`config.mk`:
```
export PLATFORM = sky130hd
export DESIGN_NAME = ptt_decide
export DESIGN_NICKNAME = d
export VERILOG_FILES = /design/src/rtl/core/ptt_pkg.sv /design/src/rtl/core/ptt_decide.sv
export SDC_FILE = /design/constraint.sdc
export NUM_CORES = 1
export LEC_CHECK = 0
export BUFFER_PORTS_ARGS = -buffer_cell sky130_fd_sc_hd__buf_4
export CORE_AREA = 2 2 174 176
export DETAILED_ROUTE_END_ITERATION = 16
export DIE_AREA = 0 0 176 178
export HOLD_SLACK_MARGIN = 0.02
export PLACE_DENSITY = 0.82
export REMOVE_ABC_BUFFERS = 1
export SLEW_MARGIN = 20
export SYNTH_ARGS = -nofsm -noshare
export SYNTH_HDL_FRONTEND = slang
export SYNTH_SLANG_ARGS = --single-unit
export TNS_END_PERCENT = 1
```
`constraint.sdc`:
```
create_clock -name clk_i -period 5.9 [get_ports clk_i]
set_clock_uncertainty 0.1 [all_clocks]
set_input_delay 0.295 -clock clk_i [delete_from_list [all_inputs] [get_ports clk_i]]
set_output_delay 0.295 -clock clk_i [all_outputs]
set_load 0.005 [all_outputs]
```
`src/rtl/core/ptt_pkg.sv`:
```
`timescale 1ns / 1ps

package ptt_pkg;

  localparam int CoordW  = 16;
  localparam int DiffW   = CoordW + 1;
  localparam int ProdW   = 2 * DiffW;
  localparam int CrossW  = ProdW + 1;
  localparam int SumW    = CrossW + 1;
  localparam int CfgIdxW = 3;

  typedef logic signed [CoordW-1:0] coord_t;
  typedef logic signed [DiffW-1:0]  diff_t;
  typedef logic signed [ProdW-1:0]  prod_t;
  typedef logic signed [CrossW-1:0] cross_t;
  typedef logic signed [SumW-1:0]   sum_t;

  typedef enum logic [CfgIdxW-1:0] {
    REG_A_X = 3'd0,
    REG_A_Y = 3'd1,
    REG_B_X = 3'd2,
    REG_B_Y = 3'd3,
    REG_C_X = 3'd4,
    REG_C_Y = 3'd5
  } cfg_reg_e;

  typedef enum logic [1:0] {
    OUT_INSIDE = 2'd0,
    OUT_BOX    = 2'd1,
    OUT_BARY   = 2'd2,
    OUT_DEGEN  = 2'd3
  } outcome_e;

  typedef struct packed {
    coord_t ax;
    coord_t ay;
    coord_t bx;
    coord_t by;
    coord_t cx;
    coord_t cy;
  } tri_t;

  // edge vectors and query offset relative to vertex a, with the box test flag
  typedef struct packed {
    logic  out_box;
    diff_t v0x;
    diff_t v0y;
    diff_t v1x;
    diff_t v1y;
    diff_t v2x;
    diff_t v2y;
  } prep_t;

  typedef struct packed {
    logic  out_box;
    prod_t p0;
    prod_t p1;
    prod_t p2;
    prod_t p3;
    prod_t p4;
    prod_t p5;
  } prod_stage_t;

  function automatic coord_t min3(coord_t a, coord_t b, coord_t c);
    coord_t m;
    m = (a < b) ? a : b;
    return (c < m) ? c : m;
  endfunction

  function automatic coord_t max3(coord_t a, coord_t b, coord_t c);
    coord_t m;
    m = (a > b) ? a : b;
    return (c > m) ? c : m;
  endfunction

endpackage

```
`src/rtl/core/ptt_decide.sv`:
```
`timescale 1ns / 1ps

module ptt_decide import ptt_pkg::*; (
  input  logic        clk_i,
  input  logic        rst_ni,
  input  logic        valid_i,
  input  prod_stage_t prod_i,
  output logic        valid_o,
  output logic        inside_o,
  output outcome_e    outcome_o
);

  // cross products
  logic     x_valid_q;
  logic     x_box_q;
  cross_t   x_d_d, x_w_d, x_t_d;
  cross_t   x_d_q, x_w_q, x_t_q;

  // sign normalized
  logic     n_valid_q;
  logic     n_box_q, n_zero_q;
  cross_t   n_d_d, n_w_d, n_t_d;
  cross_t   n_d_q, n_w_q, n_t_q;

  // result
  logic     r_valid_q;
  logic     r_inside_d, r_inside_q;
  outcome_e r_code_d, r_code_q;
  sum_t     wt_sum;

  always_comb begin
    x_d_d = cross_t'(prod_i.p0) - cross_t'(prod_i.p1);
    x_w_d = cross_t'(prod_i.p2) - cross_t'(prod_i.p3);
    x_t_d = cross_t'(prod_i.p4) - cross_t'(prod_i.p5);
  end

  always_comb begin
    if (x_d_q < 0) begin
      n_d_d = -x_d_q;
      n_w_d = -x_w_q;
      n_t_d = -x_t_q;
    end else begin
      n_d_d = x_d_q;
      n_w_d = x_w_q;
      n_t_d = x_t_q;
    end
  end

  always_comb begin
    wt_sum = sum_t'(n_w_q) + sum_t'(n_t_q);
    r_inside_d = 1'b0;
    priority if (n_box_q) begin
      r_code_d = OUT_BOX;
    end else if (n_zero_q) begin
      r_code_d = OUT_DEGEN;
    end else if ((n_w_q < 0) || (n_w_q > n_d_q) || (n_t_q < 0) || (n_t_q > n_d_q) ||
                 (wt_sum > sum_t'(n_d_q))) begin
      r_code_d = OUT_BARY;
    end else begin
      r_code_d   = OUT_INSIDE;
      r_inside_d = 1'b1;
    end
  end

  always_ff @(posedge clk_i or negedge rst_ni) begin
    if (!rst_ni) begin
      x_valid_q <= 1'b0;
      n_valid_q <= 1'b0;
      r_valid_q <= 1'b0;
    end else begin
      x_valid_q <= valid_i;
      n_valid_q <= x_valid_q;
      r_valid_q <= n_valid_q;
    end
  end

  always_ff @(posedge clk_i) begin
    x_box_q    <= prod_i.out_box;
    x_d_q      <= x_d_d;
    x_w_q      <= x_w_d;
    x_t_q      <= x_t_d;
    n_box_q    <= x_box_q;
    n_zero_q   <= (x_d_q == '0);
    n_d_q      <= n_d_d;
    n_w_q      <= n_w_d;
    n_t_q      <= n_t_d;
    r_inside_q <= r_inside_d;
    r_code_q   <= r_code_d;
  end

  assign valid_o   = r_valid_q;
  assign inside_o  = r_inside_q;
  assign outcome_o = r_code_q;

endmodule

```
==> flow_summary.toml <==
[place]
place_ws_ns = 0.721
place_congestion = 0.966
numPortBuffers = 211
dp.cells = 2460
dp_hpwl_um = 34000

[cells_and_area]
area_delta_synth_final_pct = 18.7
drive_gt1_frac = 0.137
multi_input_area_sq_um = 10800
final_cells = 2519
n_antenna_cell = 0
seq_area_sq_um = 4400
nets = 2571
fill_cells = 2425

[die]
start_util = 0.544
row_count = 63
die_w_um = 176
dieArea_sq_um = 31300
core_area_sq_um = 29400
die_h_um = 178
pin_count = 212

[drt]
routed_wl_um = 41400
wl_per_cell_um = 16.4
postRouteAntennaNets = 0
vias = 14396
viasPerCell = 5.71
drc = 0
first_pass_iters = 6
drt_iter0_markers = 1023

[global_routing]
grt_pass1_vias = 13611
antenna_found_initial = 2
grt_pass1_wl_um = 66400
grt_remaining_overflow = 0
grt_use_total = 0.260
grt_max_degree = 54

[sta]
final.period_utilization = 0.893
tightest_slew_ns = 0.955
min_period_ns = 5.27
setup_viol = 0
report.final.hold_viol_count = 0
finalMaxSlewViolations = 0
rsz0062_at_grt = "false"
fin_ws_ns = 0.630
timing.setup.tns_ns = 0
relSlewSlack = 0.363
fmax_mhz = 190

[synthesis]
yosys_warnings = 0
syn_area_sq_um = 16000
synth_edf_count = 0
synth_top_area_cell = "dfxtp_1"
synth-main-ff-cell = "dfxtp_1"
async_flop_share = 0.0137
synthDominantCellAreaShare = 0.270
ys_top_cells_by_area = "dfxtp_1, ha_1, xnor2_1"
yosysSeqAreaShare = 0.275
synthCells = 1875
avgSynthCellArea_sq_um = 8.53
ys_seq_elements = 219
ys_types = 65

[power_and_ir_drop]
p_seq_frac = 0.277
p_per_area_nw_per_um2 = 435
power_leakage_uw = 0.00903
swShare = 0.412
comb_power_share = 0.545
p_int_uw = 4860
ir_drop_mv = 0.294
p_clk_frac = 0.178
switchingPower_uw = 3400

[clock_tree]
clock_path_buffers = 3
path_clk_slew_ns = 0.06
hold_buffers = 16
cts_tree = "built"
cts-htree-levels = 1
clock-sinks = 219
insertion_delay_ns = 0.53
root_buffer = "clkbuf_16"
cts.repair.resized = 0
cts_made_buffers = 24
post_cts_buffers = 0

[worst_setup_path]
critPathLaunchType = "flop"
crit_path_max_fanout = 4
cp_slowest_cell = "o311ai_0"
cp_data_required_time_ns = 6.22
arrival_ns = 5.59
critPathKind = "reg -> reg"
cp_top_family = "compound AO/OA/AOI/OAI gates"
critical_path.cell_chain = "ha_1, a211oi_1, o21bai_1, a211oi_1, buf_4, nor4_1, o311ai_0, a31oi_1, a2111oi_0, o21bai_1, xor2_1, ha_1, nand4_1, or2_2, nand3b_1, or4_1, o31ai_1, o221ai_1, nor2b_1"
worst-path-buf-inv = 1
crit_path_max_incr_delay_ns = 0.61
critPathCaptureType = "flop"

[run_status]
status = "finished, final reports clean"

[run]
maxCapViolCount = 0

[hold_path]
hold_path_class = "in -> reg"
==> worst min-delay path: cells and delay by family <==
kind | cells | cell delay (ns)
fa+ha+maj | 1 | 0.12
buf+inv | 3 | 0.20
==> state kept, by name, summed over array words and instances (netlist names) <==
signal	cells
x_t_q	35
x_w_q	35
n_w_q	35
x_d_q	35
n_d_q	35
n_valid_q	1
n_zero_q	1
n_t_q	35
valid_o	1
x_valid_q	1
x_box_q	1
inside_o	1
n_box_q	1
outcome_o	2
==> cell families (layout without fill, tap and decap cells) <==
group,count (synthesis),in the layout,synth area share
AOI/OAI and AO/OA,554,554,0.229
xor gates and xnor gates,195,195,0.107
adders and majority gates,250,250,0.198
buffers and inverters,214,468,0.0503
DFF,219,219,0.275
muxes,4,4,0.00250
and+or+nand+nor,439,439,0.139
==> metrics by stage <==
step / utilization / cell area (sq um) / power [uW] / hold slack [ns]
finish: 0.645 / 19000 / 8260 / 0.0353
global route: 0.645 / 19000 / 8950 / 0.0457
CTS: 0.645 / 19000 / 8230 / 0.0207
detailed placement: 0.613 / 18000 / 6710 / -0.0134
global placement: 0.613 / 18000 / 6620 / -0.0166
floorplan: - / 15900 / 5510 / -0.101
==> cell usage after synthesis, drive strengths merged (21+ instances only) <==
cell      n
xnor2   164
dfxtp   216
a211oi   21
ha      246
inv     194
o21ai   117
o31ai    39
nand2   101
nor2    112
o21a     29
a21oi   139
a21o     78
xor2     31
nand3    34
nand4    32
nand2b   22
nor3     26
==> cell type report <==
cell class	instances	area share
timing repair buffer	232	0.0941
inverter	194	0.0384
tap	390	0.0257
sequential	219	0.232
multi-input combinational	1442	0.568
clock buffer	27	0.0334
clock inverter	15	0.00798
==> per-layer routing <==
layer  vias to the layer above  GRT usage  share of wire
met4                         0     0.0764          0.027
met3                        85     0.0290          0.062
met1                      6645      0.346           0.45
met2                       433      0.446           0.46
li1                       7233          -              -
met5                         -          0              0
==> layout by cell type (no fill, tap or decap), types with 22 or more instances in the layout <==
cell type / count
clkbuf_16: 25
xor2_1: 31
nor2_1: 112
xnor2_1: 164
buf_4: 215
a21o_1: 78
dfxtp_1: 215
inv_1: 194
nand4_1: 32
a21oi_1: 139
nand2_1: 101
o21ai_0: 117
o21a_1: 29
nor3_1: 26
nand3_1: 34
nand2b_1: 22
o31ai_1: 37
ha_1: 246
==> power by group through the flow <==
stage / Combinational, uW / Clock [uW] / Sequential [uW]
after global placement: 4340 / 0 / 2280
final: 4500 / 1470 / 2290
after global routing: 5070 / 1560 / 2330
after detailed placement: 4400 / 0 / 2310
after floorplan: 3320 / 0 / 2190
after CTS: 4460 / 1490 / 2280
==> worst paths after layout <==
kind | start | end | slack (ns) | depth (start not counted)
max | n_t_q[1]$_DFF_P_ | outcome_o[1]$_SDFF_PP0_ | 0.63 | 19
min | prod_i[34] | x_t_q[0]$_DFF_P_ | 0.04 | 4
max reg2reg | n_t_q[1]$_DFF_P_ | outcome_o[1]$_SDFF_PP0_ | 0.63 | 19
min reg2reg | x_box_q$_DFF_P_ | n_box_q$_DFF_P_ | 0.25 | 0
max in group asynchronous | rst_ni | valid_o$_DFF_PN0_ | 5.01 | 3
min in group asynchronous | rst_ni | n_valid_q$_DFF_PN0_ | 0.55 | 3
No activity file was read; power rests on OpenSTA's default activity.
